--- config.mk ---
export PLATFORM = sky130hd
export DESIGN_NAME = rml_back
export DESIGN_NICKNAME = d
export VERILOG_FILES = /design/src/rml_pkg.sv /design/src/rml_back.sv
export SDC_FILE = /design/constraint.sdc
export NUM_CORES = 1
export LEC_CHECK = 0
export ABC_AREA = 1
export ABC_CLOCK_PERIOD_IN_PS = 2500
export BUFFER_PORTS_ARGS = -buffer_cell sky130_fd_sc_hd__buf_2
export CAP_MARGIN = 20
export CORE_MARGIN = 8
export CORE_UTILIZATION = 40
export DETAILED_ROUTE_END_ITERATION = 10
export HOLD_SLACK_MARGIN = 0.12
export PLACE_DENSITY = 0.66
export SLEW_MARGIN = 40
export SYNTH_ARGS = -nofsm -noshare
export SYNTH_HDL_FRONTEND = slang
export SYNTH_SLANG_ARGS = --single-unit
export TNS_END_PERCENT = 5
--- constraint.sdc ---
create_clock -name clk -period 2.5 [get_ports clk]
set_input_delay 0.5 -clock clk [delete_from_list [all_inputs] [get_ports clk]]
set_output_delay 0.5 -clock clk [all_outputs]
set_load 0.005 [all_outputs]
--- src/rml_pkg.sv ---
package rml_pkg;

  localparam int ROW_WIDTH_W = 11;
  localparam logic [ROW_WIDTH_W-1:0] ROW_WIDTH_RESET = 11'd1024;
  localparam int MAX_WIDTH_DEFAULT = 1024;
  localparam int QUEUE_DEPTH = 4;
  localparam int PIXEL_W = 24;

  typedef struct packed {
    logic [7:0] red_in;
    logic [7:0] green_in;
    logic [7:0] blue_in;
    logic       image_start;
  } pixel_in_t;

  typedef struct packed {
    logic [7:0] red_out;
    logic [7:0] green_out;
    logic [7:0] blue_out;
    logic       out_valid;
    logic       row_end;
  } pixel_out_t;

  typedef struct packed {
    logic issue;
    logic have_prev;
    logic last;
  } front_cmd_t;

endpackage

--- src/rml_back.sv ---
module rml_back (
  input  logic                        clk,
  input  logic                        rst,
  input  rml_pkg::front_cmd_t         cmd,
  input  logic [rml_pkg::PIXEL_W-1:0] ram_rdata,
  output logic                        full,
  output logic                        result_valid,
  input  logic                        result_stall,
  output rml_pkg::pixel_out_t         result
);
  import rml_pkg::*;

  localparam int PW = $clog2(QUEUE_DEPTH);
  localparam int CW = $clog2(QUEUE_DEPTH + 1);

  logic          s1_valid;
  logic          s1_have;
  logic          s1_last;
  pixel_out_t    queue [QUEUE_DEPTH];
  logic [PW-1:0] wr_ptr;
  logic [PW-1:0] rd_ptr;
  logic [CW-1:0] fill;
  logic [CW-1:0] slots;
  logic          pop;
  pixel_out_t    entry;

  assign pop          = result_valid && !result_stall;
  assign result_valid = (fill != '0);
  assign result       = queue[rd_ptr];
  assign full         = (slots == CW'(QUEUE_DEPTH));

  always_comb begin
    if (s1_have) begin
      entry.red_out   = ram_rdata[23:16];
      entry.green_out = ram_rdata[15:8];
      entry.blue_out  = ram_rdata[7:0];
      entry.out_valid = 1'b1;
      entry.row_end   = s1_last;
    end else begin
      entry = '0;
    end
  end

  always_ff @(posedge clk) begin
    if (rst) begin
      s1_valid <= 1'b0;
      wr_ptr   <= '0;
      rd_ptr   <= '0;
      fill     <= '0;
      slots    <= '0;
    end else begin
      s1_valid <= cmd.issue;
      if (s1_valid) begin
        wr_ptr <= (wr_ptr == PW'(QUEUE_DEPTH - 1)) ? '0 : wr_ptr + PW'(1);
      end
      if (pop) begin
        rd_ptr <= (rd_ptr == PW'(QUEUE_DEPTH - 1)) ? '0 : rd_ptr + PW'(1);
      end
      fill  <= fill + CW'(s1_valid) - CW'(pop);
      slots <= slots + CW'(cmd.issue) - CW'(pop);
    end
  end

  always_ff @(posedge clk) begin
    s1_have <= cmd.have_prev;
    s1_last <= cmd.last;
    if (s1_valid) begin
      queue[wr_ptr] <= entry;
    end
  end

endmodule

==> metrics.txt <==
run status finished, final reports clean; summed instance area of the synthesized netlist 4760 um2; Data required, critical path 2.00 ns; clock-pin slew on the worst setup and hold paths 0.05 ns; average cell area after synthesis 12.1 um2; Max Buffers Root-to-Sink 2; Worst path slowest cell sky130_fd_sc_hd__dfxtp_4; highest-count cells in the layout ignoring fill and taps 104 x sky130_fd_sc_hd__edfxtp_1, 64 x sky130_fd_sc_hd__nor2_1, 57 x sky130_fd_sc_hd__buf_2, 49 x sky130_fd_sc_hd__inv_1, 43 x sky130_fd_sc_hd__o21ai_1; share of post-route cells with drive strength above 1 20.6%; kind of end point of the critical path output port; cells resized by post-CTS repair 0; sequential cell area fraction in the yosys report 71.9%; sum of negative setup slack 0 ns; Max Clock Freq 0.432 GHz; number of placement rows 40; final worst clock skew 0.00810 ns; via density per instance 4.74; DRT Wirelength 9330 um; headroom to the max-slew limit 63.8%; Layout Cell Area excl Fill 5740 um2; pwr dens 1040 nW/um2; number of buffers inserted by hold repair at cts 0; weighted congestion at the end of routability-driven global placement 0.728; setup repair after global routing missed its margin no; count of input and output buffers 57; total grt overflow 0; post-detailed-route wirelength per cell 15.1 um; maximum VDD drop 0.597 mV; largest net degree at the start of global routing 53; leading cell type in the layout, fill and taps excluded sky130_fd_sc_hd__edfxtp_1; Syn Inst Count 394; Floorplan Core Area 11,800 um2; Die Footprint 15,600 um2; arrival time of data at the critical path endpoint 1.82 ns; Max-cap violations 0; buffer type at the clock tree root sky130_fd_sc_hd__clkbuf_16; depth of the CTS H-tree 4; CP Max Fanout 52; number of DRC markers after the initial detailed-route iteration 263; Worst-Skew Late Latency 0.41 ns; global routing usage summed across all routing layers 12.2%; number of clock buffers inserted by TritonCTS 17; Starting Density 40.3%; clock period minus final worst setup slack 2.32 ns; via count 2,925; post-CTS setup buffer count 0; die height 125 um; final count of negative-setup-slack endpoints 0; CP Class flip-flop to output port; vias in the first global route 3,073; Post-DRT Antenna Nets 0; first-pass GRT wire length 14,800 um; final number of max-transition violations 0; worst hold path type input pin to flip-flop; antenna violations before repair 0; instance area after placement 5180 um2; Die Span X 125 um; final hold viol count 0; Net count, final 499; worst stage delay on the critical path 0.43 ns; Area Overhead vs Synth 20.6%; total inserted antenna cells 0; Hold Worst Slack 0.192 ns; Power Total 5.97 mW; syn_nets 435; startpoint types flip-flop; worst slew pin tran 0.542 ns; chain of cells forming the critical path inv_4 > nor2_1 > o22ai_1 > buf_2; standby leakage power 2.35 nW; num ports 58; final period utilization 92.7%; detailed placer's ending HPWL 5590 um; synthesized flop and latch total 119; count of unique library cells instantiated by Yosys 21; total clock sinks 119; clock tree from TritonCTS done; Yosys warning total 0; drt pass-1 iters 4; final routed DRC violation total 0
[logic make-up (layout without fill, tap and decap cells)]
group           count (synthesis)  after routing  synth area share [%]
simple gates                  108            108                  8.70
flops                         119            119                  71.9
buf+inv                        71            147                  6.44
fa+ha+maj                      11             11                  3.21
compound gates                 84             84                  9.52
xor+xnor                        1              1                 0.184
[synth_stat cells]
library cell / number / area, um2
sky130_fd_sc_hd__inv_1: 49 / 184
sky130_fd_sc_hd__fa_1: 2 / 40.0
sky130_fd_sc_hd__nor3_1: 1 / 5.00
sky130_fd_sc_hd__buf_6: 1 / 11.3
sky130_fd_sc_hd__edfxtp_1: 104 / 3120
sky130_fd_sc_hd__nor2_1: 64 / 240
sky130_fd_sc_hd__inv_4: 1 / 6.26
sky130_fd_sc_hd__clkbuf_1: 1 / 3.75
sky130_fd_sc_hd__xnor2_1: 1 / 8.76
sky130_fd_sc_hd__inv_2: 1 / 3.75
sky130_fd_sc_hd__o22ai_1: 26 / 163
sky130_fd_sc_hd__ha_1: 9 / 113
sky130_fd_sc_hd__buf_2: 15 / 75.1
sky130_fd_sc_hd__nand2_1: 39 / 146
sky130_fd_sc_hd__dfxtp_1: 15 / 300
sky130_fd_sc_hd__buf_4: 3 / 22.5
sky130_fd_sc_hd__a21oi_1: 6 / 30.0
sky130_fd_sc_hd__o21ai_0: 9 / 45.0
sky130_fd_sc_hd__nand3b_1: 1 / 7.51
sky130_fd_sc_hd__o21ai_1: 43 / 215
sky130_fd_sc_hd__nand3_1: 3 / 15.0
[layout make-up]
class | count | area, um2
Clock inverter | 13 | 133
Timing Repair Buffer | 65 | 345
Multi-Input combinational cell | 204 | 1030
Tap cell | 147 | 184
Sequential cell | 119 | 3430
Fill cell | 1019 | 6070
Clock buffer | 18 | 429
Inverter | 51 | 194
[flip-flops by register name, summed over array words and instances (netlist names), named ones only]
name      cells
s1_last       1
fill          3
slots         3
s1_valid      1
rd_ptr        2
s1_have       1
queue       104
wr_ptr        2
[through the flow]
step / setup slack (ns) / cells / utilization [%]
after floorplan: 0.741 / 394 / -
after CTS: 0.0837 / 617 / 48.6
after global routing: 0.0854 / 617 / 48.6
after global placement: 0.547 / 586 / 43.8
final: 0.183 / 617 / 48.6
after detailed placement: 0.532 / 586 / 43.8
[per-layer routing]
metal	wire (um)	global-route usage (%)	part of all wire, %	vias up
met5	0	0	0	-
li1	-	-	-	1484
met3	611	5.01	6.5	12
met4	132	5.30	1.4	0
met2	4510	20.3	48	85
met1	4080	13.6	44	1344
[worst paths after layout]
kind | from | to | slack (ns) | cells after the start
worst max-delay path | flip-flop | result[1] | 0.18 | 4
worst min-delay path | cmd[1] | s1_have | 0.19 | 1
worst max register to register | fill[1] | slots[2] | 0.57 | 8
worst min register to register | rd_ptr[1] | rd_ptr[1] | 0.55 | 2
[where the power goes]
part           leakage, nW  switching, mW  internal [mW]
combinational         1.00          0.803          0.524
clock                0.269          0.830           1.45
sequential            1.08         0.0899           2.28
total                 2.35           1.72           4.25
[critical path, delay by kind of cell (launching register included)]
kind / cells / cell delay [ns]
buf+inv: 2 / 0.60
compound gates: 1 / 0.27
simple gates: 1 / 0.08
flops: 1 / 0.43
(Power assumes the default switching activity.)
