## config.mk

```make
export PLATFORM = sky130hd
export DESIGN_NAME = rml_front
export DESIGN_NICKNAME = d
export VERILOG_FILES = /design/src/rml_pkg.sv /design/src/rml_front.sv
export SDC_FILE = /design/constraint.sdc
export NUM_CORES = 1
export LEC_CHECK = 0
export BUFFER_PORTS_ARGS = -buffer_cell sky130_fd_sc_hd__buf_2
export CAP_MARGIN = 0
export CELL_PAD_IN_SITES_DETAIL_PLACEMENT = 0
export CELL_PAD_IN_SITES_GLOBAL_PLACEMENT = 2
export CORE_MARGIN = 5
export CORE_UTILIZATION = 25
export CTS_BUF_LIST = sky130_fd_sc_hd__clkbuf_16
export DETAILED_ROUTE_END_ITERATION = 16
export HOLD_SLACK_MARGIN = 0.02
export PLACE_DENSITY = 0.82
export SKIP_CTS_REPAIR_TIMING = 1
export SYNTH_ARGS = -nofsm -noshare
export SYNTH_HDL_FRONTEND = slang
export SYNTH_SLANG_ARGS = --single-unit
```

## constraint.sdc

```tcl
create_clock -name clk -period 5.6 [get_ports clk]
set_clock_uncertainty 0.15 [all_clocks]
set_input_delay 1.12 -clock clk [delete_from_list [all_inputs] [get_ports clk]]
set_output_delay 1.12 -clock clk [all_outputs]
set_load 0.02 [all_outputs]
```

## src/rml_pkg.sv

```systemverilog
package rml_pkg;

  localparam int ROW_WIDTH_W = 11;
  localparam logic [ROW_WIDTH_W-1:0] ROW_WIDTH_RESET = 11'd1024;
  localparam int MAX_WIDTH_DEFAULT = 1024;
  localparam int QUEUE_DEPTH = 4;
  localparam int PIXEL_W = 24;

  typedef struct packed {
    logic [7:0] red_in;
    logic [7:0] green_in;
    logic [7:0] blue_in;
    logic       image_start;
  } pixel_in_t;

  typedef struct packed {
    logic [7:0] red_out;
    logic [7:0] green_out;
    logic [7:0] blue_out;
    logic       out_valid;
    logic       row_end;
  } pixel_out_t;

  typedef struct packed {
    logic issue;
    logic have_prev;
    logic last;
  } front_cmd_t;

endpackage

```

## src/rml_front.sv

```systemverilog
module rml_front #(
  parameter int MAX_WIDTH = rml_pkg::MAX_WIDTH_DEFAULT
) (
  input  logic                                clk,
  input  logic                                rst,
  input  logic                                cfg_we,
  input  logic [rml_pkg::ROW_WIDTH_W-1:0]     cfg_wdata,
  input  logic                                accept,
  input  rml_pkg::pixel_in_t                  pixel,
  output logic                                ram_we,
  output logic [$clog2(2*MAX_WIDTH)-1:0]      ram_waddr,
  output logic [rml_pkg::PIXEL_W-1:0]         ram_wdata,
  output logic [$clog2(2*MAX_WIDTH)-1:0]      ram_raddr,
  output rml_pkg::front_cmd_t                 cmd
);
  import rml_pkg::*;

  localparam int AW = $clog2(MAX_WIDTH);
  localparam int RAW = $clog2(2*MAX_WIDTH);
  localparam int MW = $clog2(MAX_WIDTH + 1);
  localparam int EW = (ROW_WIDTH_W > MW) ? ROW_WIDTH_W : MW;

  logic [ROW_WIDTH_W-1:0] row_width;
  logic [AW-1:0]          column_count;
  logic                   bank_select;
  logic                   have_previous_row;

  logic [EW-1:0] width_ext;
  logic [EW-1:0] width_eff;
  logic [AW-1:0] width_last;
  logic [AW-1:0] col_base;
  logic          bank;
  logic          have_prev;
  logic [AW-1:0] col;
  logic [AW-1:0] mirror;
  logic          last;

  always_comb begin
    width_ext = EW'(row_width);
    if (width_ext == '0) begin
      width_eff = EW'(1);
    end else if (width_ext > EW'(MAX_WIDTH)) begin
      width_eff = EW'(MAX_WIDTH);
    end else begin
      width_eff = width_ext;
    end
    width_last = AW'(width_eff - EW'(1));

    col_base  = pixel.image_start ? '0 : column_count;
    bank      = pixel.image_start ? 1'b0 : bank_select;
    have_prev = pixel.image_start ? 1'b0 : have_previous_row;

    col    = (EW'(col_base) >= width_eff) ? width_last : col_base;
    mirror = width_last - col;
    last   = (col == width_last);

    ram_we    = accept;
    ram_waddr = bank ? RAW'(MAX_WIDTH) + RAW'(col) : RAW'(col);
    ram_raddr = bank ? RAW'(mirror) : RAW'(MAX_WIDTH) + RAW'(mirror);
    ram_wdata = {pixel.red_in, pixel.green_in, pixel.blue_in};

    cmd.issue     = accept;
    cmd.have_prev = have_prev;
    cmd.last      = last;
  end

  always_ff @(posedge clk) begin
    if (rst) begin
      row_width         <= ROW_WIDTH_RESET;
      column_count      <= '0;
      bank_select       <= 1'b0;
      have_previous_row <= 1'b0;
    end else begin
      if (cfg_we) begin
        row_width <= cfg_wdata;
      end
      if (accept) begin
        if (last) begin
          column_count      <= '0;
          bank_select       <= ~bank;
          have_previous_row <= 1'b1;
        end else begin
          column_count      <= col + AW'(1);
          bank_select       <= bank;
          have_previous_row <= have_prev;
        end
      end
    end
  end

endmodule

```

==> results by stage, run 1 <==
Placed design:
- The wire-length estimate of the detail-placed layout is 5.93 mm.
- The placer congestion estimate is 0.832.
- The instance area after placement is 3070 um^2.
- The count of buffers added on input and output ports is 41.

Setup path:
- Together, buffers and inverters on the worst path number 6.
- The cell type with the highest occurrence count on the critical path is sky130_fd_sc_hd__buf_6.
- The worst stage delay on the critical path is 0.32 ns.
- The standard cell with the maximum stage delay on the critical path is sky130_fd_sc_hd__ha_1.
- By startpoint and endpoint, the worst setup path is classified as input port to output pin.
- The sort of element at the end of the critical path is an output pin.
- The kind of cell adding the most delay to the critical path is buffers and inverters.
- Walking the worst path, the cells encountered are buf_8 > buf_6 > nor2b_2 > ha_1 > nand4_1 > nor2_2 > a221oi_2 > buf_4 > a21oi_4 > buf_6 > buf_8 > mux2i_4 > ha_1 > or2_4 > a21oi_2 > a21oi_2 > a31oi_2 > xor2_2 > buf_6.
- The worst setup path is launched from an input port.
- Along the worst path, the maximum fanout reaches 7.
- STA puts the critical path data arrival time at 4.20 ns.
- The worst path required time is 4.33 ns.

Power and ir drop:
- The total leakage power is 1.55 nW.
- The clock network is responsible for 19.2% of the overall power.
- The switching power is 0.000350 W.
- Summing internal, switching and leakage power gives 0.000858 W.
- In this run switching power makes up 40.8% of total power.
- In this run the power density over the cells is 256 nW/um^2.
- Registers are responsible for 21.9% of the overall power.
- Cell internal power was estimated by the tool at 0.000508 W.
- The part of the power in combinational logic is 58.9%.
- Across the VDD grid, the largest voltage drop is 0.0000926 V.

Logic synthesis:
- The synthesized netlist occupies a cell area of 2540 um^2.
- The number of nets handed over by synthesis was 390.
- Sequential elements use 18.1% of the synthesized area.
- After synthesis, the mean cell area works out to 7.74 um^2.
- The most instantiated flip-flop cell in the synthesis netlist is sky130_fd_sc_hd__dfxtp_1.
- The number of standard cells after synthesis is 328.
- The flip-flop and latch count after synthesis is 23.
- Synthesis instantiated 54 different standard cells from the library.
- Counting flops with an async set or reset pin after synthesis yields a share of 0%.
- The Yosys step of the flow raised 0 warnings.
- The number of flops mapped to enable cells by yosys is 0.

Floorplanning:
- The die is 111 um wide.
- The overall die area is 12300 um^2.
- For this design the top-level I/O count stands at 90.
- The starting density of the core is 25.9%.
- The total area inside the core boundary comes to 9820 um^2.
- After floorplanning, the core was divided into 36 placement rows.
- The die is 111 um tall.

CTS:
- After clock tree synthesis, the clock-pin slew on the worst setup and hold paths is 0.07 ns.
- The tree is rooted in a sky130_fd_sc_hd__clkbuf_16.
- The sink count of the clock tree is 23.
- TritonCTS built the clock tree.
- The level count of the clock H-tree is 1.
- Clock tree synthesis inserted a total of 3 buffers.
- The source-to-sink clock delay at the later pin of the worst-skew pair is 0.26 ns.
- The clock passes through at most 2 buffers.

GRT:
- The total global routing track utilization is 11.8%.
- The first global-routing pass estimated 12.1 mm of wire.
- Entering global routing, the biggest net connects 18 pins.
- The number of global-route vias before repair is 2474.
- The aggregate global routing overflow is 0.
- The initial antenna violation count was 0.

Route:
- Before antenna repair, the detailed router went through 4 iterations.
- For this block, the routed nets add up to 7.41 mm of wire.
- In the routed design, unresolved DRC markers number 0.
- The vias after detailed routing is 2463.
- The via density per instance is 4.74.
- In the final routed layout, each cell accounts on average for 14.2 um.
- The remaining antenna violation count is 0.
- After the first detailed-routing iteration, the DRC count stood at 154.

Finish:
- The layout has 1093 filler cells.
- The final-stage net count is 450.
- The fraction of layout instances using a drive strength above 1 is 35.9%.
- From synthesis to final layout, the design area changed by 32.3%.
- 0 antenna diodes ended up in the layout.
- In the layout the commonest cells are sky130_fd_sc_hd__buf_4 (52), sky130_fd_sc_hd__buf_2 (37), sky130_fd_sc_hd__nand2_1 (23), sky130_fd_sc_hd__dfxtp_1 (23), sky130_fd_sc_hd__nor2_1 (22).
- Once layout is done, the placed cells without fillers occupy 3360 um^2.
- The library cell used most frequently in the layout, excluding fill and tap cells, is sky130_fd_sc_hd__buf_4.

Timing:
- The total count of hold-check failures in the final report is 0.
- The portion of the clock cycle consumed by the worst path in the final layout is 97.6%.
- For the pin with the worst max-slew slack, the measured transition is 0.729 ns.
- The shortest clock period the worst path allows after layout is 5.47 ns.
- Hold timing on the final database bottoms out at a slack of 0.300 ns.
- Setup repair after global routing could not meet its margin everywhere.
- The max-slew violation count is 0.
- The final count of negative-setup-slack endpoints is 0.
- Headroom to the max-slew limit came out at 51.0%.
- Timing would allow up to 183 MHz.

Run status:
- The run finished with clean final reports.

Run:
- The number of maximum-capacitance violations is 0.

Worst hold path:
- The path class of the tightest hold or removal check is flip-flop to flip-flop.
[layer usage]
layer  track usage [%]  vias up  share of wire (%)
li1                  -     1245                  -
met1              15.6     1150                 46
met2              19.8       54                 48
met3              1.53       14                3.8
met4              3.78        0                2.2
met5                 0        -                  0
[registers in the layout, indices dropped and copies added, names as in the netlist]
signal,count
bank_select,1
column_count,10
have_previous_row,1
row_width,11
[power by group through the flow]
stage	clock (W)	sequential [W]	combinational (W)
finish	0.000165	0.000188	0.000506
global route	0.000178	0.000190	0.000551
CTS	0.000168	0.000188	0.000453
detailed placement	0	0.000192	0.000451
global placement	0	0.000192	0.000450
floorplan	0	0.000188	0.000314
[through the flow]
step	worst slack [ns]	util, %	TNS (ns)	std cells
CTS	-0.169	32.1	-0.368	514
finish	0.133	34.2	0	520
detailed placement	-0.147	31.3	-0.312	510
global route	-0.0302	34.2	-0.0842	520
global placement	-0.0516	31.3	-0.0572	510
floorplan	-0.0106	-	-0.0106	328
[cell usage after synthesis, types with 2 or more instances]
master | instances | area, um^2
sky130_fd_sc_hd__nor2_1 | 24 | 90.1
sky130_fd_sc_hd__nand3_1 | 6 | 30.0
sky130_fd_sc_hd__xor2_1 | 6 | 52.6
sky130_fd_sc_hd__nand4_1 | 9 | 56.3
sky130_fd_sc_hd__inv_1 | 25 | 93.8
sky130_fd_sc_hd__or4_1 | 2 | 15.0
sky130_fd_sc_hd__o21ai_0 | 13 | 65.1
sky130_fd_sc_hd__ha_1 | 21 | 263
sky130_fd_sc_hd__xnor2_1 | 7 | 61.3
sky130_fd_sc_hd__o31ai_1 | 2 | 15.0
sky130_fd_sc_hd__dfxtp_1 | 23 | 460
sky130_fd_sc_hd__nand2_1 | 23 | 86.3
sky130_fd_sc_hd__a211oi_1 | 3 | 22.5
sky130_fd_sc_hd__a31oi_1 | 3 | 18.8
sky130_fd_sc_hd__mux2_2 | 4 | 45.0
sky130_fd_sc_hd__buf_4 | 29 | 218
sky130_fd_sc_hd__a21o_1 | 7 | 52.6
sky130_fd_sc_hd__and4_1 | 2 | 17.5
sky130_fd_sc_hd__nand2b_1 | 13 | 81.3
sky130_fd_sc_hd__clkbuf_1 | 6 | 22.5
sky130_fd_sc_hd__o211ai_1 | 4 | 30.0
sky130_fd_sc_hd__mux2i_1 | 20 | 200
sky130_fd_sc_hd__a21oi_1 | 17 | 85.1
sky130_fd_sc_hd__nor2b_1 | 16 | 100
sky130_fd_sc_hd__buf_2 | 2 | 10.0
sky130_fd_sc_hd__or3_1 | 5 | 31.3
sky130_fd_sc_hd__nor3_1 | 4 | 20.0
sky130_fd_sc_hd__and3_1 | 3 | 18.8
sky130_fd_sc_hd__nor3b_1 | 2 | 15.0
sky130_fd_sc_hd__a211o_1 | 3 | 26.3
[logic make-up after synthesis]
| logic type | Yosys count | share of synthesized area (%) |
|---|---|---|
| xor gates and xnor gates | 13 | 4.48 |
| buffers and inverters | 65 | 14.3 |
| and+or+nand+nor | 118 | 25.9 |
| AOI/OAI and AO/OA | 63 | 16.4 |
| adders and majority gates | 22 | 11.1 |
| DFF | 23 | 18.1 |
| muxes | 24 | 9.65 |
[worst paths after layout]
check | from | to | slack, ns | cells past startpoint
max | pixel[0] | ram_raddr[9] | 0.13 | 19
min | column_count[9]$_SDFFE_PP0P_ | column_count[9]$_SDFFE_PP0P_ | 0.30 | 2
max reg2reg | row_width[6]$_SDFFE_PP0P_ | bank_select$_SDFFE_PP0P_ | 0.57 | 21
min reg2reg | column_count[9]$_SDFFE_PP0P_ | column_count[9]$_SDFFE_PP0P_ | 0.30 | 2
[tightest hold or removal path, delay by kind of cell, from the launching register on]
| family | cells | cell delay (ns) |
|---|---|---|
| AND/OR/NAND/NOR | 1 | 0.05 |
| flip-flops | 1 | 0.32 |
| AO/OA/AOI/OAI | 1 | 0.05 |
[final cells by class]
cell class / instances / area [um^2] / area share (%)
multi-input cells: 240 / 1890 / 56.3
repair buffers: 95 / 659 / 19.6
flip-flops and latches: 23 / 460 / 13.7
well taps: 133 / 166 / 4.95
inverters: 25 / 98.8 / 2.94
clock buffers: 3 / 75.1 / 2.23
clock inverters: 1 / 7.51 / 0.223
No activity file was read; power rests on OpenSTA's default activity.
==> run 2, diff against run 1 <==
--- a/config.mk
+++ b/config.mk
@@ -5,16 +5,17 @@
 export SDC_FILE = /design/constraint.sdc
 export NUM_CORES = 1
 export LEC_CHECK = 0
+export ABC_AREA = 1
 export BUFFER_PORTS_ARGS = -buffer_cell sky130_fd_sc_hd__buf_2
 export CAP_MARGIN = 0
 export CELL_PAD_IN_SITES_DETAIL_PLACEMENT = 0
 export CELL_PAD_IN_SITES_GLOBAL_PLACEMENT = 2
 export CORE_MARGIN = 5
-export CORE_UTILIZATION = 25
+export CORE_UTILIZATION = 23
 export CTS_BUF_LIST = sky130_fd_sc_hd__clkbuf_16
 export DETAILED_ROUTE_END_ITERATION = 16
 export HOLD_SLACK_MARGIN = 0.02
-export PLACE_DENSITY = 0.82
+export PLACE_DENSITY = 0.81
 export SKIP_CTS_REPAIR_TIMING = 1
 export SYNTH_ARGS = -nofsm -noshare
 export SYNTH_HDL_FRONTEND = slang
==> run 2 against run 1 <==
  * Sequential share of layout area increased by 1.1 points
  * Non-clock buffer count decreased by 26
  * Die area increased by 11%
  * Cell count increased by 14%
  * Register-to-register slack improved by 0.73 ns
  * Critical endpoint is now cmd[0]
  * Wire length increased by 2.2%
==> results by stage, run 2 <==
Run status:
- Result of the run: completed (unchanged).

Timing:
- The slew of the pin with the lowest slew margin is 0.486 ns (was 0.729 ns).
- The maximum frequency from static timing analysis was 186 MHz (was 183 MHz).
- The total count of hold-check failures in the final report was 0 (unchanged).
- The shortest clock period the worst path allows after layout came to 5.39 ns (was 5.47 ns).
- The final count of negative-setup-slack endpoints was 0 (unchanged).
- The worst slack on hold paths is 0.316 ns (was 0.300 ns).
- The portion of the clock cycle consumed by the worst path in the final layout is 96.3% (was 97.6%).
- The worst slew margin relative to its limit was 67.1% (was 51.0%).
- The max-slew violation count came to 0 (unchanged).

Finish:
- The cell area after layout was 3130 um^2 (was 3360 um^2).
- Commonest non-fill, non-tap cells in the layout: sky130_fd_sc_hd__nand2_1 (94), sky130_fd_sc_hd__inv_1 (54), sky130_fd_sc_hd__buf_2 (39) (was sky130_fd_sc_hd__buf_4 (52), sky130_fd_sc_hd__buf_2 (37), sky130_fd_sc_hd__nand2_1 (23), sky130_fd_sc_hd__dfxtp_1 (23), sky130_fd_sc_hd__nor2_1 (22)).
- The layout overhead on the synthesized area is 19.5% (was 32.3%).
- The most common library cell in the layout ignoring fill and taps is sky130_fd_sc_hd__nand2_1 (was sky130_fd_sc_hd__buf_4).
- The fraction of layout instances using a drive strength above 1 is 30.1% (was 35.9%).
- Largest registers: row_width: 11 flops, column_count: 10 flops (unchanged).
- The final-layout fill cell count is 1261 (was 1093).
- The antenna diode count is 0 (unchanged).
- The register name with the most flops is row_width (unchanged).
- The number of flip-flops in the largest register is 11 (unchanged).
- The final-stage net count was 515 (was 450).

Power and ir drop:
- The worst supply voltage drop on vdd was 0.000206 V (was 0.0000926 V).
- The total leakage power was 1.53 nW (was 1.55 nW).
- The fraction of power consumed by the clock network is 14.3% (was 19.2%).
- The net switching fraction of the power is 48.4% (was 40.8%).
- The switching power is 0.000527 W (was 0.000350 W).
- The cell-internal power is 0.000562 W (was 0.000508 W).
- The part of the power in combinational logic is 68.0% (was 58.9%).
- The sequential fraction of design power came to 17.7% (was 21.9%).
- The power density over the cells is 347 nW/um^2 (was 256 nW/um^2).

Route:
- The total wire length after detailed routing is 7.57 mm (was 7.41 mm).
- The vias after detailed routing came to 2540 (was 2463).
- The total iterations of the first detailed-routing run is 4 (unchanged).
- The detailed route wirelength on metal3 is 278 um (was 283 um).
- The via density per instance came to 4.27 (was 4.74).
- The number of remaining DRC errors is 0 (unchanged).
- The highest signal layer in the routed design is met4 (unchanged).
- The remaining antenna violation count is 0 (unchanged).
- The wire length per cell was 12.7 um (was 14.2 um).
- The detailed route wirelength on metal2 is 3.63 mm (was 3.53 mm).
- The total routed wire length on the met1 layer is 3.51 mm (was 3.43 mm).
- The violation count after the first detailed-routing iteration was 99 (was 154).

Logic synthesis:
- The net count of the mapped netlist is 477 (was 390).
- The flip-flop and latch count after synthesis came to 23 (unchanged).
- The fraction of synthesis flops using an asynchronous set or reset pin is 0% (unchanged).
- The number of distinct library cell variants in the gate-level netlist after synthesis is 36 (was 54).
- The sequential share of the synthesized area is 17.6% (was 18.1%).
- The area fraction of the dominant cell type after synthesis is 17.6% (was 18.1%).
- The number of standard cells after synthesis is 415 (was 328).
- The mean post-synth cell area came to 6.32 um^2 (was 7.74 um^2).
- Most common library cells after synthesis: sky130_fd_sc_hd__nand2_1 (96), sky130_fd_sc_hd__inv_1 (54), sky130_fd_sc_hd__nor2_1 (48) (was sky130_fd_sc_hd__buf_4 (29), sky130_fd_sc_hd__inv_1 (25), sky130_fd_sc_hd__nor2_1 (24)).
- The number of flops mapped to enable cells by yosys is 0 (unchanged).
- The total number of yosys warnings was 0 (unchanged).
- The cell with the most instances after synthesis is sky130_fd_sc_hd__nand2_1 (was sky130_fd_sc_hd__buf_4).
- Area contributors post-synth: sky130_fd_sc_hd__dfxtp_1 (18%), sky130_fd_sc_hd__nand2_1 (14%), sky130_fd_sc_hd__ha_1 (10%) (was sky130_fd_sc_hd__dfxtp_1 (18%), sky130_fd_sc_hd__ha_1 (10%), sky130_fd_sc_hd__buf_4 (8.6%)).
- The cell area after synthesis was 2620 um^2 (was 2540 um^2).
- The cell taking the most area after synthesis is sky130_fd_sc_hd__dfxtp_1 (unchanged).
- The most instantiated flip-flop cell in the synthesis netlist is sky130_fd_sc_hd__dfxtp_1 (unchanged).

CTS:
- The source-to-sink clock delay at the later pin of the worst-skew pair is 0.26 ns (about the same).
- The maximum clock path buffer count is 2 (unchanged).
- The CTS tree is yes (unchanged).
- The sink count of the clock tree is 23 (unchanged).
- The level count of the clock H-tree was 1 (unchanged).
- The number of buffers created by CTS is 3 (unchanged).
- The clock-pin slew reported for the worst setup and hold paths after clock tree synthesis is 0.06 ns (was 0.07 ns).
- The library cell used as clock root buffer is sky130_fd_sc_hd__clkbuf_16 (unchanged).

GRT:
- The largest net degree at the start of global routing is 16 (was 18).
- The number of global-route vias before repair is 2524 (was 2474).
- The total global routing track utilization came to 10.9% (was 11.8%).
- The aggregate global routing overflow was 0 (unchanged).
- The global-route wire length before repair was 11.9 mm (was 12.1 mm).
- The initial antenna violation count is 0 (unchanged).

Placed design:
- The port buffer count is 41 (unchanged).
- The placer congestion estimate is 0.831 (was 0.832).
- The instance area after placement is 2890 um^2 (was 3070 um^2).
- The final HPWL from detailed placement is 6.31 mm (was 5.93 mm).

Setup path:
- The number of buffer and inverter instances along the worst setup path is 8 (was 6).
- The kind of cell adding the most delay to the critical path is simple AND/OR/NAND/NOR gates (was buffers and inverters).
- The nature of the critical path startpoint is an input port (unchanged).
- Crit-path cells: buf_6 > inv_1 > nand2_1 > inv_1 > ha_1 > a21oi_1 > o21ai_0 > nand2_1 > nand4_4 > inv_2 > buf_4 > nand2_1 > nand2_2 > inv_2 > ha_1 > nand4_1 > nor4b_1 > nand3_2 > inv_2 > buf_2 (was buf_8 > buf_6 > nor2b_2 > ha_1 > nand4_1 > nor2_2 > a221oi_2 > buf_4 > a21oi_4 > buf_6 > buf_8 > mux2i_4 > ha_1 > or2_4 > a21oi_2 > a21oi_2 > a31oi_2 > xor2_2 > buf_6).
- The maximum fanout along the worst path was 13 (was 7).
- The sort of element at the end of the critical path is an output pin (unchanged).
- The endpoint arrival time on the critical path is 4.12 ns (was 4.20 ns).
- The start-to-end type of the worst setup path is input port to output pin (unchanged).
- The worst path required time is 4.33 ns (about the same).
- The worst stage delay on the critical path was 0.46 ns (was 0.32 ns).
- The standard cell with the maximum stage delay on the critical path is sky130_fd_sc_hd__nor4b_1 (was sky130_fd_sc_hd__ha_1).

Floorplanning:
- The starting density of the core was 23.3% (was 25.9%).
- The overall die area is 13600 um^2 (was 12300 um^2).
- The boundary pin count is 90 (unchanged).
- The overall die height is 117 um (was 111 um).
- The number of placement rows came to 39 (was 36).
- The width of the chip is 117 um (was 111 um).
- The area of the core was 11300 um^2 (was 9820 um^2).

Worst hold path:
- The kind of path behind the tightest hold check is flip-flop to flip-flop (unchanged).

Run:
- The number of maximum-capacitance violations came to 0 (unchanged).
## run 2: changes by cell type in the layout (fill, tap and decap cells not counted), sizes merged, moves of 7 or more
cell,previous run,this run
nor2,25,53
a21o,7,0
a21oi,17,27
o21ai,15,27
nand2,23,108
nand3,6,24
nand2b,13,0
nor2b,16,0
mux2i,20,0
buf,95,69
inv,25,62
## run 2: logic make-up after synthesis
| logic type | share of synthesized area (%) |
|---|---|
| and+or+nand+nor | 36.7 |
| buffers and inverters | 19.7 |
| AOI/OAI and AO/OA | 11.9 |
| DFF | 17.6 |
| adders and majority gates | 10.8 |
| xor gates and xnor gates | 3.34 |
## run 2: tightest hold or removal path, delay by kind of cell, from the launching register on
family | cells | cell delay, ns
DFF | 1 | 0.31
and+or+nand+nor | 1 | 0.06
AOI/OAI and AO/OA | 1 | 0.05
## run 2: cell type report
type | instances | area (um^2) | share of cell area (%)
clock inverters | 1 | 3.75 | 0.120
well taps | 143 | 179 | 5.71
clock buffers | 3 | 75.1 | 2.40
flip-flops and latches | 23 | 463 | 14.8
repair buffers | 69 | 424 | 13.5
multi-input cells | 292 | 1740 | 55.6
inverters | 64 | 246 | 7.87
## run 2: layer usage
layer / track usage (%) / vias up
met2: 19.0 / 39
met3: 1.45 / 14
li1: - / 1357
met1: 13.9 / 1130
met5: 0 / -
met4: 3.67 / 0
## run 2: final timing paths
check	from	endpoint	slack, ns	cells after the start
max	pixel[0]	cmd[0]	0.21	20
min	column_count[0]$_SDFFE_PP0P_	column_count[0]$_SDFFE_PP0P_	0.32	2
max reg2reg	row_width[5]$_SDFFE_PP0P_	column_count[9]$_SDFFE_PP0P_	1.30	23
min reg2reg	column_count[0]$_SDFFE_PP0P_	column_count[0]$_SDFFE_PP0P_	0.32	2
## run 2: power groups by stage
stage	registers, W	clock network, W	logic [W]
floorplan	0.000192	0	0.000490
global placement	0.000195	0	0.000704
detailed placement	0.000195	0	0.000706
CTS	0.000191	0.000160	0.000708
global route	0.000195	0.000164	0.000827
finish	0.000193	0.000155	0.000741
## run 2: through the flow
step           util (%)  total power (W)  cells  TNS [ns]  setup WS [ns]
2_1_floorplan         -         0.000682    415         0         0.0317
3_3_place_gp       25.7         0.000899    583         0         0.0764
3_5_place_dp       25.7         0.000901    583   -0.0151        -0.0151
4_1_cts            26.4          0.00106    587   -0.0787        -0.0670
5_1_grt            27.8          0.00119    595   -0.0669        -0.0669
6_report           27.8          0.00109    595         0          0.210
==> run 3, diff against run 2 <==
==> constraint.sdc (replaced) <==
create_clock -name clk -period 4.7 [get_ports clk]
set_clock_uncertainty 0.15 [all_clocks]
set_input_delay 0.94 -clock clk [delete_from_list [all_inputs] [get_ports clk]]
set_output_delay 0.94 -clock clk [all_outputs]
set_load 0.02 [all_outputs]
==> run 3 against run 2 <==
  * Global-route usage increased by 0.60 points
  * Die area did not move
  * Sequential share of layout area fell by 3.3 points
  * The flow now finishes with violations (negative setup slack)
  * Sequential cell count did not move
  * Highest routed layer unchanged
  * Clock-buffer cell count unchanged
==> results by stage, run 3 (synthesized netlist as in run 2, its figures left out) <==
CTS:
- The library cell used as clock root buffer was sky130_fd_sc_hd__clkbuf_16 (unchanged).
- The source-to-sink clock delay at the later pin of the worst-skew pair is 0.26 ns (about the same).
- The CTS tree is yes (unchanged).
- The sink count of the clock tree is 23 (unchanged).
- The maximum clock path buffer count is 2 (unchanged).
- The number of buffers created by CTS is 3 (unchanged).
- The clock-pin slew reported for the worst setup and hold paths after clock tree synthesis is 0.06 ns (about the same).
- The level count of the clock H-tree came to 1 (unchanged).

Route:
- The total wire length after detailed routing is 8.29 mm (was 7.57 mm).
- The total iterations of the first detailed-routing run is 4 (unchanged).
- The via density per instance came to 4.28 (was 4.27).
- The vias after detailed routing is 2789 (was 2540).
- The wire length per cell came to 12.7 um (about the same).
- The remaining antenna violation count was 0 (unchanged).
- The number of remaining DRC errors came to 0 (unchanged).
- The violation count after the first detailed-routing iteration was 126 (was 99).

Floorplanning:
- The number of placement rows is 39 (unchanged).
- The width of the chip is 117 um (unchanged).
- The overall die height is 117 um (unchanged).
- The starting density of the core was 23.3% (unchanged).
- The overall die area came to 13600 um^2 (unchanged).
- The boundary pin count is 90 (unchanged).
- The area of the core was 11300 um^2 (unchanged).

Timing:
- The total count of hold-check failures in the final report was 0 (unchanged).
- The max-slew violation count is 0 (unchanged).
- The post-layout worst setup margin is -0.153 ns (was 0.210 ns).
- The slew of the pin with the lowest slew margin is 0.405 ns (was 0.486 ns).
- The worst slew margin relative to its limit is 73.0% (was 67.1%).
- Setup repair after global routing could not meet its margin everywhere.
- The final count of negative-setup-slack endpoints is 6 (was 0).
- Subtracting the final worst setup slack from the clock period gives 4.85 ns.
- The portion of the clock cycle consumed by the worst path in the final layout is 103%.
- The maximum frequency from static timing analysis is 206 MHz.

Setup path:
- The nature of the critical path startpoint is a flip-flop (was input port).
- The worst path required time is 3.61 ns (was 4.33 ns).
- The worst reg-to-reg path cell count is 26 (was 23).
- The sort of element at the end of the critical path is an output pin (unchanged).
- The start-to-end type of the worst setup path is flip-flop to output pin (was input port to output pin).
- The maximum fanout along the worst path is 8 (was 13).
- The endpoint arrival time on the critical path was 3.76 ns (was 4.12 ns).

Power and ir drop:
- The part of the power in combinational logic is 74.6% (was 68.0%).
- The total leakage power came to 1.89 nW (was 1.53 nW).
- The fraction of power consumed by the clock network is 11.6% (was 14.3%).
- The cell-internal power was 0.000911 W (was 0.000562 W).
- The power density over the cells is 408 nW/um^2 (was 347 nW/um^2).
- The net switching fraction of the power is 44.7% (was 48.4%).
- The sequential fraction of design power is 13.8% (was 17.7%).
- The switching power came to 0.000737 W (was 0.000527 W).
- The worst supply voltage drop on vdd is 0.000390 V (was 0.000206 V).

Finish:
- The register name with the most flops is row_width (unchanged).
- The layout overhead on the synthesized area is 54.2% (was 19.5%).
- The most common library cell in the layout ignoring fill and taps is sky130_fd_sc_hd__nand2_1 (unchanged).
- Commonest non-fill, non-tap cells in the layout: sky130_fd_sc_hd__nand2_1 (80), sky130_fd_sc_hd__buf_4 (79), sky130_fd_sc_hd__inv_1 (47) (was sky130_fd_sc_hd__nand2_1 (94), sky130_fd_sc_hd__inv_1 (54), sky130_fd_sc_hd__buf_2 (39)).
- The utilization after layout is 35.9% (was 27.8%).
- The final-stage net count is 572 (was 515).
- The fraction of layout instances using a drive strength above 1 came to 49.3% (was 30.1%).
- The antenna diode count is 0 (unchanged).
- The number of flip-flops in the largest register was 11 (unchanged).
- Largest registers: row_width: 11 flops, column_count: 10 flops (unchanged).
- The cell area after layout is 4040 um^2 (was 3130 um^2).

Run status:
- Result of the run: finished, violations left (was completed).
- The final reports fail on negative setup slack.

GRT:
- The number of global-route vias before repair came to 2701 (was 2524).
- The total global routing track utilization is 11.5% (was 10.9%).
- The initial antenna violation count came to 0 (unchanged).
- The global-route wire length before repair is 12.5 mm (was 11.9 mm).
- The largest net degree at the start of global routing was 16 (unchanged).
- The aggregate global routing overflow came to 0 (unchanged).

Worst hold path:
- The kind of path behind the tightest hold check is flip-flop to flip-flop (unchanged).
- The number of instances on the worst hold path came to 2 (unchanged).

Run:
- The number of maximum-capacitance violations is 0 (unchanged).

Placed design:
- The instance area after placement is 3370 um^2 (was 2890 um^2).
- The placer congestion estimate was 0.864 (was 0.831).
- The final HPWL from detailed placement came to 6.74 mm (was 6.31 mm).
- The port buffer count was 41 (unchanged).
==> run 3: cell types whose count changed in the layout (fill, tap and decap cells not counted), sizes merged <==
cell,previous run,this run
buf,69,126
clkbuf,3,4
o21ai,27,26
==> run 3: cell type report <==
class	instances	area, um^2
Fill cell	1183	7230
Multi-Input combinational cell	291	2120
Timing Repair Buffer	127	953
Sequential cell	23	465
Inverter	64	249
Tap cell	143	179
Clock buffer	3	75.1
Clock inverter	1	3.75
==> run 3: power groups by stage <==
stage / Sequential, W / Clock, W / Combinational, W
3_5_place_dp: 0.000229 / 0 / 0.000993
6_report: 0.000227 / 0.000191 / 0.00123
3_3_place_gp: 0.000228 / 0 / 0.000988
2_1_floorplan: 0.000228 / 0 / 0.000621
4_1_cts: 0.000224 / 0.000195 / 0.000997
5_1_grt: 0.000230 / 0.000201 / 0.00136
==> run 3: critical path: stages, from the launching register on <==
cell and delay, ns:
sky130_fd_sc_hd__dfxtp_2 0.34, sky130_fd_sc_hd__nor2_4 0.14, sky130_fd_sc_hd__nand3_4 0.10, sky130_fd_sc_hd__o21ai_2 0.15, sky130_fd_sc_hd__buf_6 0.16, sky130_fd_sc_hd__nand2_2 0.10
sky130_fd_sc_hd__ha_4 0.29, sky130_fd_sc_hd__nand4_1 0.12, sky130_fd_sc_hd__nor2_2 0.14, sky130_fd_sc_hd__nand2_2 0.08, sky130_fd_sc_hd__nand4_4 0.15, sky130_fd_sc_hd__inv_2 0.06
sky130_fd_sc_hd__nand2_2 0.07, sky130_fd_sc_hd__nand2_4 0.06, sky130_fd_sc_hd__ha_4 0.23, sky130_fd_sc_hd__a21oi_2 0.14, sky130_fd_sc_hd__o21ai_2 0.07, sky130_fd_sc_hd__nand2_1 0.06
sky130_fd_sc_hd__nand2_1 0.06, sky130_fd_sc_hd__a21oi_2 0.13, sky130_fd_sc_hd__inv_1 0.06, sky130_fd_sc_hd__a21oi_2 0.11, sky130_fd_sc_hd__o21bai_1 0.08, sky130_fd_sc_hd__nand2_1 0.06
sky130_fd_sc_hd__nand2_1 0.05, sky130_fd_sc_hd__a21oi_2 0.16, sky130_fd_sc_hd__xor2_2 0.17, sky130_fd_sc_hd__buf_6 0.14
==> run 3: path summary, 6_finish.rpt <==
check                                     from                      endpoint  slack (ns)
setup / recovery     row_width[4]$_SDFFE_PP0P_                  ram_raddr[9]       -0.15
hold / removal    column_count[4]$_SDFFE_PP0P_  column_count[4]$_SDFFE_PP0P_        0.32
hold reg to reg   column_count[4]$_SDFFE_PP0P_  column_count[4]$_SDFFE_PP0P_        0.32
setup reg to reg     row_width[4]$_SDFFE_PP0P_  column_count[2]$_SDFFE_PP0P_        0.67
==> run 3: metal layers <==
| metal | wire (um) | global-route usage, % |
|---|---|---|
| met5 | 0 | 0 |
| met4 | 75 | 2.45 |
| met3 | 355 | 1.61 |
| met2 | 4080 | 20.2 |
| met1 | 3770 | 15.1 |
==> run 3: stage by stage <==
stage               hold WS [ns]  std cells  worst slack [ns]  setup TNS (ns)  total power, W
finish                     0.317        652            -0.153          -0.564         0.00165
global route               0.340        652            -0.455           -1.90         0.00179
CTS                        0.317        641            -0.518           -2.48         0.00142
detailed placement         0.308        637            -0.471           -2.17         0.00122
global placement           0.304        637            -0.451           -2.09         0.00122
floorplan                  0.289        415           -0.0864         -0.0864        0.000849
